===== src/hdl/dscv_pkg.sv =====
package dscv_pkg;

	localparam int ClassCount = 10;
	localparam int WindowMax = 16;
	localparam int ClsW = 4;
	localparam int SlotW = 4;
	localparam int FillW = 5;
	localparam int AccW = 40;
	localparam logic [15:0] UniformCert = 16'((65536 + ClassCount / 2) / ClassCount);
	localparam logic [4:0] WindowReset = 5'd12;

	// Exp table in Q2.14: round(16384 * e^(k/255)).
	function automatic logic [15:0] exp_lut(input logic [7:0] k);
		logic [63:0] term;
		logic [63:0] sum;
		sum = 64'd0;
		term = 64'd1 << 40;
		for (int n = 1; n <= 24; n++) begin
			sum = sum + term;
			term = (term * 64'(k)) / 64'(255 * n);
		end
		sum = sum + term;
		return 16'((sum + (64'd1 << 25)) >> 26);
	endfunction

	// Decay weights in Q1.16 by age.
	function automatic logic [16:0] decay_weight(input logic [SlotW-1:0] age);
		logic [63:0] p;
		logic [95:0] t;
		p = 64'd1 << 32;
		for (int a = 1; a < WindowMax; a++) begin
			if (a <= int'(age)) begin
				t = 96'(p) * 96'd3516421809 + (96'd1 << 31);
				p = 64'(t >> 32);
			end
		end
		if (age == '0) return 17'd65536;
		return 17'((p + (64'd1 << 15)) >> 16);
	endfunction

	typedef struct packed {
		logic        start;
		logic [31:0] num;
		logic [31:0] den;
	} div_req_t;

	typedef struct packed {
		logic        busy;
		logic        done;
		logic [31:0] quo;
	} div_rsp_t;

endpackage


===== src/hdl/dscv_divider.sv =====
module dscv_divider
	import dscv_pkg::*;
(
	input  logic     clk,
	input  logic     arst_n,
	input  div_req_t req,
	output div_rsp_t rsp
);

	logic [31:0] quo_q;
	logic [32:0] rem_q;
	logic [31:0] den_q;
	logic [5:0]  cnt_q;
	logic        busy_q;
	logic        done_q;
	logic [32:0] trial;

	// One quotient bit a cycle, restoring.
	assign trial = {rem_q[31:0], quo_q[31]} - {1'b0, den_q};

	always_ff @(posedge clk or negedge arst_n) begin
		if (!arst_n) begin
			busy_q <= 1'b0;
			done_q <= 1'b0;
			cnt_q <= '0;
		end else begin
			done_q <= 1'b0;
			if (req.start) begin
				busy_q <= 1'b1;
				cnt_q <= 6'd32;
			end else if (busy_q) begin
				cnt_q <= cnt_q - 6'd1;
				if (cnt_q == 6'd1) begin
					busy_q <= 1'b0;
					done_q <= 1'b1;
				end
			end
		end
	end

	always_ff @(posedge clk) begin
		if (req.start) begin
			quo_q <= req.num;
			den_q <= req.den;
			rem_q <= '0;
		end else if (busy_q) begin
			if (!trial[32]) begin
				rem_q <= trial;
				quo_q <= {quo_q[30:0], 1'b1};
			end else begin
				rem_q <= {rem_q[31:0], quo_q[31]};
				quo_q <= {quo_q[30:0], 1'b0};
			end
		end
	end

	assign rsp.busy = busy_q;
	assign rsp.done = done_q;
	assign rsp.quo = quo_q;

endmodule


===== config.mk =====
export PLATFORM = sky130hd
export DESIGN_NAME = dscv_divider
export DESIGN_NICKNAME = d
export VERILOG_FILES = /design/src/hdl/dscv_pkg.sv /design/src/hdl/dscv_divider.sv
export SDC_FILE = /design/constraint.sdc
export NUM_CORES = 1
export LEC_CHECK = 0
export BUFFER_PORTS_ARGS = -buffer_cell sky130_fd_sc_hd__buf_2
export CAP_MARGIN = 20
export CORE_AREA = 8 8 146 148
export DETAILED_ROUTE_END_ITERATION = 6
export DIE_AREA = 0 0 154 156
export MAX_ROUTING_LAYER = met4
export SLEW_MARGIN = 5
export SYNTH_ARGS = -nofsm -noshare
export SYNTH_HDL_FRONTEND = slang
export SYNTH_SLANG_ARGS = --single-unit

===== constraint.sdc =====
create_clock -name clk -period 5.9 [get_ports clk]
set_input_delay 0.59 -clock clk [delete_from_list [all_inputs] [get_ports clk]]
set_output_delay 0.59 -clock clk [all_outputs]
set_load 0.005 [all_outputs]

# == Yosys cells after proc, flatten, opt, wreduce, memory -nomap -nowiden ==
# Cells that the tools add are included.
# classes
add_sub_neg,2
n_mul,0
n_div,0
magnitude_cmp,0
n_eq_ne,1
n_shift,0
mux,12
bitwise,0
n_reduce_logical,1
# op_table
op,n
$mux 32,3
$sub 33x32->33,1
$mux 6,2
$mux 1,7
$eq 6x1->1 const B,1
$sub 6x1->6 const B,1
$reduce_bool 2->1,1
# word_totals
reg_bits,104
latchBits,0
ram_bits,0
romBits,0
in_bits,67
word_cells,22
memories,0

# == Longest topological paths before layout ==
# Gate-level depths: netlist of run 1.
# depth
word_depth,4
ltp_mapped,13
ltp_nobuf,12

# == Worst setup path before layout of run 1 ==
# No wires, ideal clock.
# synth_timing
kind,reg2reg
start,register quo_q[31]
end,register rem_q[27]
setup_ns,0.116
arrival_time_ns,2.847
slack_ns,2.937
path_stages_with_launch,14
synth_period_minus_slack_ns,2.963
cell_sequence,edfxtp_1 inv_1 ha_1 fa_1 or2b_1 a21o_1 a21oi_2 o21ai_2 a31oi_4 a41oi_4 xnor2_4 buf_6 o31ai_1 a31o_2
# synth_via
elab_chain_cells,2
# synth_rtl
element,line,rtl
"start, declared",dscv_divider.sv:10,logic [31:0] quo_q;
"start signal, assigned",dscv_divider.sv:43,quo_q <= req.num;
"start signal, assigned",dscv_divider.sv:49,"quo_q <= {quo_q[30:0], 1'b1};"
"start signal, assigned",dscv_divider.sv:52,"quo_q <= {quo_q[30:0], 1'b0};"
$sub 33x32->33,dscv_divider.sv:19,"assign trial = {rem_q[31:0], quo_q[31]} - {1'b0, den_q};"
$mux 32,dscv_divider.sv:47,if (!trial[32]) begin
"end signal, assigned",dscv_divider.sv:48,rem_q <= trial;
"end signal, assigned",dscv_divider.sv:51,"rem_q <= {rem_q[31:0], quo_q[31]};"
"end, declared",dscv_divider.sv:11,logic [32:0] rem_q;
# Every way passes these cells.
# A chain may end at the register's enable or synchronous reset.

# == Final worst setup path of run 1 ==
# layout_timing
start,register quo_q[31]
end,register rem_q[7]
# The elaborated chain is that of the path after synthesis.

==> flow_summary.json, run 1 <==
{
  "drt_first_pass_iters": 5,
  "layout-drive-gt1-share_pct": 24.06,
  "cell_type_with_the_largest_total_area_after_synthesis": "edfxtp_1",
  "worst_skew_late_latency_ns": 0.36,
  "synth_seq_area_share_pct": 46.15,
  "dr.first_iter.drc_count": 257,
  "drcViolationCount": 0,
  "start_util_pct": 31.37,
  "status": "complete, no violations",
  "tritoncts": "built",
  "post_synth_main_area_contributors": "edfxtp_1 (32%), dfxtp_1 (11%), ha_1 (7.1%)",
  "setup_viol": 0,
  "synth_edf_count": 64,
  "power.leakage_nw": 3.083,
  "postSynthAreaPerCell_um2": 10.48,
  "synth.top_cell.area_share_pct": 32.11,
  "row_count": 51,
  "yosys_warnings": 0,
  "crit_buf_inv": 2,
  "core_um2": 19080,
  "critical_path.endpoint_type": "register",
  "grt_max_degree": 56,
  "grt_pass1_vias": 4605,
  "h_tree_level_count": 3,
  "grt_remaining_overflow": 0,
  "path_class": "reg2reg",
  "final_design_area_no_fill_um2": 6974,
  "postSynth.topFlopCell": "edfxtp_1",
  "power.density_cell_area_nw_per_um2": 448.1,
  "dieHeight_um": 156,
  "crit_path_cell_trace": "inv_1, ha_1, fa_1, or2b_1, a21o_1, a21oi_2, o21ai_2, a31oi_4, a41oi_4, xnor2_4, buf_4, mux2i_1, a211oi_1",
  "timing.final.crit_period_ns": 3.543,
  "critical_path.max_fanout": 30,
  "tritoncts_num_sinks": 104,
  "route.final.wire_length_um": 13800,
  "asyncSetResetFlopFracSynth_pct": 7.692,
  "ctsRootBufferMaster": "clkbuf_16",
  "antenna_cells": 0,
  "fin_tns_setup_ns": 0,
  "max_cap_viol_count": 0,
  "globalRouteTotalUtil_pct": 12.13,
  "timing.reg2reg.worst_path_depth": 13,
  "place_inst": 887,
  "fmaxAchievable_mhz": 282.3,
  "critical_path.startpoint_type": "register",
  "arrival_ns": 3.80,
  "worstMarginPinSlew_ns": 0.7357,
  "post_cts.resized_instances": 0,
  "ir_worst_vdd_mv": 0.1779,
  "die_width_um": 154,
  "post_drt_via_cell_ratio": 4.879,
  "area_growth_syn_to_layout_pct": 16.51,
  "slew-limit-headroom_pct": 50.77,
  "cts.reportedPaths.clkPinSlew_ns": 0.08,
  "vias": 4406,
  "finish.net_count": 762,
  "cp_slowest_cell": "buf_4",
  "worst_r2r_startpoint": "quo_q[31]",
  "routabilityCongestion": 0.8161,
  "fin_crit_sh_pct": 60.05,
  "post_layout_nonfiller_instances": 903,
  "avgRoutedWirePerCell_um": 15.28,
  "dpl-instance-area_um2": 6685,
  "design.portCount": 101,
  "cp_slowest_stage_delay_ns": 0.50,
  "critical_path_depth": 13,
  "tritoncts_buffers": 9,
  "drtAntennaViolNets": 0,
  "timing_max_transition_violations_final": 0,
  "grt_pass1_wl_um": 22910,
  "syn-cell-area_um2": 5986,
  "hpwl_um": 9945,
  "ys_types": 57,
  "clockBufferDepth": 2,
  "initial_antenna_violation_count": 0,
  "hold_buffers": 0,
  "netlist_instances": 571,
  "r2r_slack_ns": 2.36,
  "syn_nets": 673,
  "ys_seq_elements": 104,
  "post_cts_setup_buffer_count": 0,
  "floorplan.die_area_um2": 24020,
  "min_path_type": "in2async",
  "critical_path_required_ns": 6.16,
  "hold_violations": 0,
  "worst_clock_skew_ns": 0.01008,
  "numPortBuffers": 100,
  "reg2reg_to": "rem_q[7]",
  "rsz0062_at_grt": "false",
  "cp_top_family": "compound AO/OA/AOI/OAI gates"
}
power by group:
group          total [mW]  internal (mW)  switching (mW)
combinational        1.44          0.655           0.780
clock               0.600          0.299           0.301
sequential           1.09          0.955           0.135
cell families (layout without fill, tap and decap cells):
family                   after synthesis  after routing  synth area share (%)
AND/OR/NAND/NOR                      129            129                 9.804
XOR/XNOR                              34             34                 5.289
flip-flops                           104            104                 46.15
multiplexers                          60             60                 10.68
AO/OA/AOI/OAI                        136            136                 15.49
adder cells (fa/ha/maj)               35             35                 7.442
buffers and inverters                 73            167                 5.142
metrics by stage:
stage	worst slack, ns	utilization (%)	hold WS, ns	total power, mW
after floorplan	2.937	-	0.2944	2.235
after global placement	2.475	35.04	0.4452	2.525
after detailed placement	2.353	35.04	0.4459	2.535
after CTS	2.328	36.55	0.04971	3.158
after global routing	2.104	36.55	0.06057	3.377
final	2.357	36.55	0.05790	3.125
worst max path at each step:
stage / slack [ns] / startpoint / end
floorplan: 2.94 / quo_q[31] / rem_q[27]
global placement: 2.48 / quo_q[31] / rem_q[29]
detailed placement: 2.35 / quo_q[31] / rem_q[29]
CTS: 2.33 / quo_q[31] / rem_q[7]
global route: 2.10 / quo_q[31] / rem_q[29]
finish: 2.36 / quo_q[31] / rem_q[7]
worst reg2reg max path: cells and delay by family (launching register included):
kind	cells	cell delay, ns
compound gates	6	1.22
buf+inv	2	0.56
mux	1	0.16
simple gates	1	0.26
xor+xnor	1	0.28
flops	1	0.35
fa+ha+maj	2	0.60
cells in the mapped netlist, types with 8 or more instances:
cell / n
nand2_1: 42
mux2i_1: 29
a21o_1: 19
mux2_2: 31
a21oi_1: 37
inv_1: 47
a211oi_1: 24
nor2_1: 46
clkbuf_1: 17
edfxtp_1: 64
ha_1: 34
o21ai_0: 19
xor2_1: 12
dfrtp_1: 8
dfxtp_1: 32
xnor2_1: 21
per-layer routing:
metal / part of all wire (%) / GRT usage, %
met2: 42 / 18.34
met3: 6.5 / 3.573
met5: 0 / -
met1: 50 / 15.45
met4: 1.2 / 3.593
flip-flops by register name (all words and copies together) (netlist names):
| signal | cells |
|---|---|
| den_q | 32 |
| quo_q | 32 |
| rem_q | 32 |
| cnt_q | 6 |
| busy_q | 1 |
| done_q | 1 |
cells in the final DEF, fill, tap and decap left out, types with 21 or more instances in the layout:
| cell | synthesis | routed |
|---|---|---|
| buf_2 | 3 | 99 |
| edfxtp_1 | 64 | 64 |
| inv_1 | 47 | 47 |
| nor2_1 | 46 | 46 |
| nand2_1 | 42 | 42 |
| a21oi_1 | 37 | 37 |
| ha_1 | 34 | 34 |
| dfxtp_1 | 32 | 32 |
| mux2_2 | 31 | 31 |
| mux2i_1 | 29 | 29 |
| a211oi_1 | 24 | 24 |
| xnor2_1 | 21 | 21 |
area by class of cell:
type | instances | area [um2]
Multi-Input combinational cell | 394 | 2915
Clock inverter | 6 | 60.06
Inverter | 47 | 176.4
Timing Repair Buffer | 104 | 533.0
Fill cell | 1907 | 12110
Tap cell | 238 | 297.8
Sequential cell | 104 | 2763
Clock buffer | 10 | 229.0
No activity file was read; power rests on OpenSTA's default activity.
==> run 2, diff against run 1 <==
==> constraint.sdc (replaced) <==
create_clock -name clk -period 3.6 [get_ports clk]
set_input_delay 0.36 -clock clk [delete_from_list [all_inputs] [get_ports clk]]
set_output_delay 0.36 -clock clk [all_outputs]
set_load 0.005 [all_outputs]
==> flow_summary.json, run 2 (synthesized netlist as in run 1, its figures left out) <==
{
  "ctsRootBufferMaster": "clkbuf_16",
  "drcViolationCount": 0,
  "critical_path_required_ns": 3.81,
  "initial_antenna_violation_count": 0,
  "antenna_cells": 0,
  "h_tree_level_count": 3,
  "startpoint": "quo_q[31]",
  "sequential_share_of_power_pct": 34.9,
  "share_comb_of_total_power_pct": 46.4,
  "critical_path.max_fanout": 28,
  "grt_max_degree": 55,
  "power.share.switching_pct": 38.36,
  "grt_pass1_vias": 4619,
  "power.leakage_nw": 3.096,
  "slew-limit-headroom_pct": 53.91,
  "final_design_area_no_fill_um2": 7000,
  "total_switching_power_mw": 1.960,
  "timing_max_transition_violations_final": 0,
  "internal_power_mw": 3.149,
  "dr.first_iter.drc_count": 243,
  "vias": 4399,
  "numPortBuffers": 100,
  "die_width_um": 154,
  "worst_clock_skew_ns": 0.009907,
  "status": "complete, no violations",
  "power.density_cell_area_nw_per_um2": 729.8,
  "tritoncts_num_sinks": 104,
  "fmaxAchievable_mhz": 308.5,
  "layout-drive-gt1-share_pct": 24.25,
  "seqCellArea_um2": 2763,
  "ir_worst_vdd_mv": 0.2790,
  "routabilityCongestion": 0.8138,
  "finish.net_count": 765,
  "floorplan.die_area_um2": 24020,
  "clockBufferDepth": 2,
  "registers_with_the_highest_flip_flop_counts": "den_q (32), quo_q (32), rem_q (32)",
  "min_path_type": "in2reg",
  "drt_first_pass_iters": 4,
  "drtAntennaViolNets": 0,
  "timing.reg2reg.worst_path_depth": 13,
  "globalRouteTotalUtil_pct": 12.02,
  "row_count": 51,
  "worstMarginPinSlew_ns": 0.6914,
  "fin_tns_setup_ns": 0,
  "fill_cells": 1873,
  "grt_pass1_wl_um": 22600,
  "grt_remaining_overflow": 0,
  "avgRoutedWirePerCell_um": 15.14,
  "post_cts.resized_instances": 0,
  "tritoncts_buffers": 9,
  "clock_power_share_pct": 18.7,
  "worst_skew_late_latency_ns": 0.36,
  "max_cap_viol_count": 0,
  "worstSetupEndpoint": "rem_q[5]",
  "arrival_ns": 3.46,
  "start_util_pct": 31.37,
  "r2r_slack_ns": 0.36,
  "design.portCount": 101,
  "route.final.wire_length_um": 13720,
  "final_cell_mix": "buf_2 (99), edfxtp_1 (64), inv_1 (47), nor2_1 (46), nand2_1 (42)",
  "area_growth_syn_to_layout_pct": 16.95,
  "critical_path.endpoint_type": "register",
  "dpl-instance-area_um2": 6705,
  "final_common_cell": "buf_2",
  "rsz0062_at_grt": "false",
  "timing.final.crit_period_ns": 3.241,
  "reg2reg_to": "rem_q[5]",
  "tritoncts": "built",
  "dieHeight_um": 156,
  "post_drt_via_cell_ratio": 4.855,
  "core_um2": 19080,
  "path_class": "reg2reg",
  "fin_crit_sh_pct": 90.04,
  "cts.reportedPaths.clkPinSlew_ns": 0.07,
  "worst_r2r_startpoint": "quo_q[31]",
  "hold_violations": 0,
  "setup_viol": 0,
  "multi_input_comb_area_um2": 2915,
  "hpwl_um": 9927,
  "critical_path.startpoint_type": "register"
}
==> run 2: cell count changes in the layout (fill, tap and decap cells not counted) <==
cell,delta
buf_12,+1
buf_4,+1
clkinv_2,+1
clkinv_4,-2
dlygate4sd3_1,+1
inv_6,+4
inv_8,-3
==> run 2: timing repair <==
| item | 4_1_cts | 5_1_grt |
|---|---|---|
| buffers inserted | 0 | 1 |
| hold endpoints to repair | 8 | 0 |
| hold buffers | 1 | 0 |
| setup endpoints to repair | 0 | 1 |
==> run 2: power groups by stage <==
stage               Sequential [mW]  Combinational [mW]  Clock [mW]
floorplan                      1.75                1.91           0
global placement               1.81                2.34           0
detailed placement             1.80                2.36           0
CTS                            1.79                2.37       0.994
global route                   1.83                2.67        1.04
finish                         1.78                2.37       0.955
==> run 2: cell type report <==
class / instances / area share (%)
Sequential cell: 104 / 39.46
Inverter: 47 / 2.520
Timing Repair Buffer: 107 / 8.150
Multi-Input combinational cell: 394 / 41.64
Tap cell: 238 / 4.254
Clock buffer: 10 / 3.271
Clock inverter: 6 / 0.6971
==> run 2: critical path, stage by stage (launching register included) <==
cell,delay [ns]
edfxtp_1,0.35
inv_1,0.06
ha_1,0.22
fa_1,0.40
or2b_1,0.26
a21o_1,0.18
a21oi_2,0.18
o21ai_2,0.10
a31oi_4,0.27
a41oi_4,0.22
xnor2_4,0.26
buf_12,0.24
mux2i_1,0.23
o21ai_0,0.12
==> run 2: metal layers <==
metal	up-vias	GRT usage, %	routed length [um]
li1	2253	-	-
met1	2012	15.28	6938
met2	117	18.30	5871
met3	17	2.909	693
met4	0	4.386	212
met5	-	-	0
==> run 2: worst min path at each step <==
stage / start / endpoint / slack (ns) / cells after the start
CTS: req[20] / den_q[20] / 0.15 / 1
detailed placement: arst_n / done_q / 0.22 / 1
floorplan: arst_n / busy_q / 0.06 / 0
global placement: arst_n / done_q / 0.21 / 1
finish: req[4] / den_q[4] / 0.17 / 1
global route: req[31] / den_q[31] / 0.16 / 1
==> run 2: metrics by stage <==
step	power [mW]	utilization (%)	worst slack [ns]	instances	hold slack [ns]
2_1_floorplan	3.662	-	0.6367	571	0.06441
3_3_place_gp	4.152	35.14	0.4012	888	0.2127
3_5_place_dp	4.160	35.14	0.2552	888	0.2161
4_1_cts	5.154	36.65	0.1931	905	0.1539
5_1_grt	5.529	36.69	0.1197	906	0.1561
6_report	5.109	36.69	0.3586	906	0.1710
==> run 3, diff against run 2 <==
--- a/config.mk
+++ b/config.mk
@@ -7,9 +7,9 @@
 export LEC_CHECK = 0
 export BUFFER_PORTS_ARGS = -buffer_cell sky130_fd_sc_hd__buf_2
 export CAP_MARGIN = 20
-export CORE_AREA = 8 8 146 148
+export CORE_AREA = 5 5 143 145
 export DETAILED_ROUTE_END_ITERATION = 6
-export DIE_AREA = 0 0 154 156
+export DIE_AREA = 0 0 148 150
 export MAX_ROUTING_LAYER = met4
 export SLEW_MARGIN = 5
 export SYNTH_ARGS = -nofsm -noshare
==> flow_summary.json, run 3 (synthesized netlist as in run 1, its figures left out) <==
{
  "final_design_area_no_fill_um2": 7023,
  "status": "complete, no violations",
  "drt_first_pass_iters": 4,
  "tritoncts": "built",
  "slew-limit-headroom_pct": 49.08,
  "timing_max_transition_violations_final": 0,
  "critical_path_required_ns": 3.81,
  "drcViolationCount": 0,
  "tritoncts_buffers": 9,
  "worstMarginPinSlew_ns": 0.7610,
  "row_count": 51,
  "floorplan.die_area_um2": 22200,
  "registers_with_the_highest_flip_flop_counts": "den_q (32), quo_q (32), rem_q (32)",
  "final_common_cell": "buf_2",
  "grt_pass1_vias": 4624,
  "cts.reportedPaths.clkPinSlew_ns": 0.08,
  "routabilityCongestion": 0.8959,
  "h_tree_level_count": 3,
  "route.final.wire_length_um": 13620,
  "power.total_mw": 5.164,
  "drtAntennaViolNets": 0,
  "setup_viol": 0,
  "hpwl_um": 10000,
  "dpl-instance-area_um2": 6725,
  "worst_clock_skew_ns": 0.01305,
  "ir_worst_vdd_mv": 0.2778,
  "arrival_ns": 3.51,
  "min_path_type": "in2reg",
  "design.portCount": 101,
  "dieHeight_um": 150,
  "power.density_cell_area_nw_per_um2": 735.4,
  "globalRouteTotalUtil_pct": 12.88,
  "grt_pass1_wl_um": 22640,
  "fin_tns_setup_ns": 0,
  "numPortBuffers": 100,
  "grt_max_degree": 48,
  "ctsRootBufferMaster": "clkbuf_16",
  "clockBufferDepth": 2,
  "grt_remaining_overflow": 0,
  "hold_violations": 0,
  "avgRoutedWirePerCell_um": 15.03,
  "initial_antenna_violation_count": 0,
  "post_cts.resized_instances": 0,
  "finish.net_count": 765,
  "max_cap_viol_count": 0,
  "tritoncts_num_sinks": 104,
  "cp_slowest_stage_delay_ns": 0.40,
  "rsz0062_at_grt": "false",
  "crit_path_cell_trace": "inv_1, ha_1, fa_1, or2b_1, a21o_1, a21oi_2, o21ai_2, a31oi_4, a41oi_4, xnor2_4, buf_12, mux2i_1, a211oi_1",
  "cp_top_family": "compound AO/OA/AOI/OAI gates",
  "path_class": "reg2reg",
  "critical_path.max_fanout": 18,
  "worst_skew_late_latency_ns": 0.36,
  "post_cts_setup_buffer_count": 0,
  "cp_slowest_cell": "fa_1",
  "dr.first_iter.drc_count": 275,
  "fmaxAchievable_mhz": 303.0,
  "critical_path.endpoint_type": "register",
  "fin_crit_sh_pct": 91.68,
  "timing.final.crit_period_ns": 3.300,
  "hold_buffers": 1,
  "post_drt_via_cell_ratio": 4.933,
  "core_um2": 19080,
  "antenna_cells": 0,
  "area_growth_syn_to_layout_pct": 17.33,
  "final_cell_mix": "buf_2 (99), edfxtp_1 (64), inv_1 (47), nor2_1 (46), nand2_1 (42)",
  "power.leakage_nw": 3.099,
  "die_width_um": 148,
  "crit_buf_inv": 2,
  "layout-drive-gt1-share_pct": 24.40,
  "vias": 4469,
  "postLayoutCoreUtil_pct": 36.81,
  "critical_path.startpoint_type": "register",
  "start_util_pct": 31.37
}
==> run 3: cell types whose count changed in the layout (fill, tap and decap cells not counted) <==
| cell | previous run | this run |
|---|---|---|
| clkbuf_1 | 1 | 0 |
| buf_4 | 6 | 5 |
| inv_6 | 5 | 2 |
| clkinv_2 | 1 | 0 |
| inv_8 | 0 | 1 |
| buf_12 | 1 | 2 |
| clkinvlp_4 | 0 | 1 |
| clkinv_4 | 0 | 3 |
==> run 3: area by class of cell <==
| cell class | instances | area [um2] |
|---|---|---|
| fillers | 1887 | 12060 |
| multi-input cells | 394 | 2915 |
| flip-flops and latches | 104 | 2763 |
| repair buffers | 107 | 583.1 |
| well taps | 238 | 297.8 |
| clock buffers | 9 | 225.2 |
| inverters | 47 | 176.4 |
| clock inverters | 7 | 62.56 |
==> run 3: metal layers <==
metal,wire length [um],share of wire [%],vias to the layer above,GRT usage (%)
li1,-,-,2250,-
met1,6696,49,2093,17.29
met2,5885,43,104,19.23
met3,751,5.5,22,2.877
met4,289,2.1,0,4.527
met5,0,0,-,-
==> run 3: worst paths after layout <==
kind	from	slack [ns]	cells past startpoint	endpoint
max	quo_q[31]	0.30	13	rem_q[18]
min	req[10]	0.18	1	den_q[10]
max reg2reg	quo_q[31]	0.30	13	rem_q[18]
min reg2reg	rem_q[17]	0.49	2	rem_q[17]
max in group asynchronous	arst_n	3.06	2	cnt_q[5]
min in group asynchronous	arst_n	0.38	2	cnt_q[4]
==> run 3: power breakdown <==
part	switching (mW)	internal (mW)
Clock	0.489	0.484
Sequential	0.217	1.56
Combinational	1.29	1.12
Total	1.99	3.17
==> run 3: per-stage QoR <==
stage	setup slack (ns)	cells	hold WS, ns
3_3_place_gp	0.3993	889	0.2110
6_report	0.2996	906	0.1780
2_1_floorplan	0.6367	571	0.06441
3_5_place_dp	0.2982	889	0.2128
5_1_grt	0.04772	906	0.1632
4_1_cts	0.2743	906	0.1625
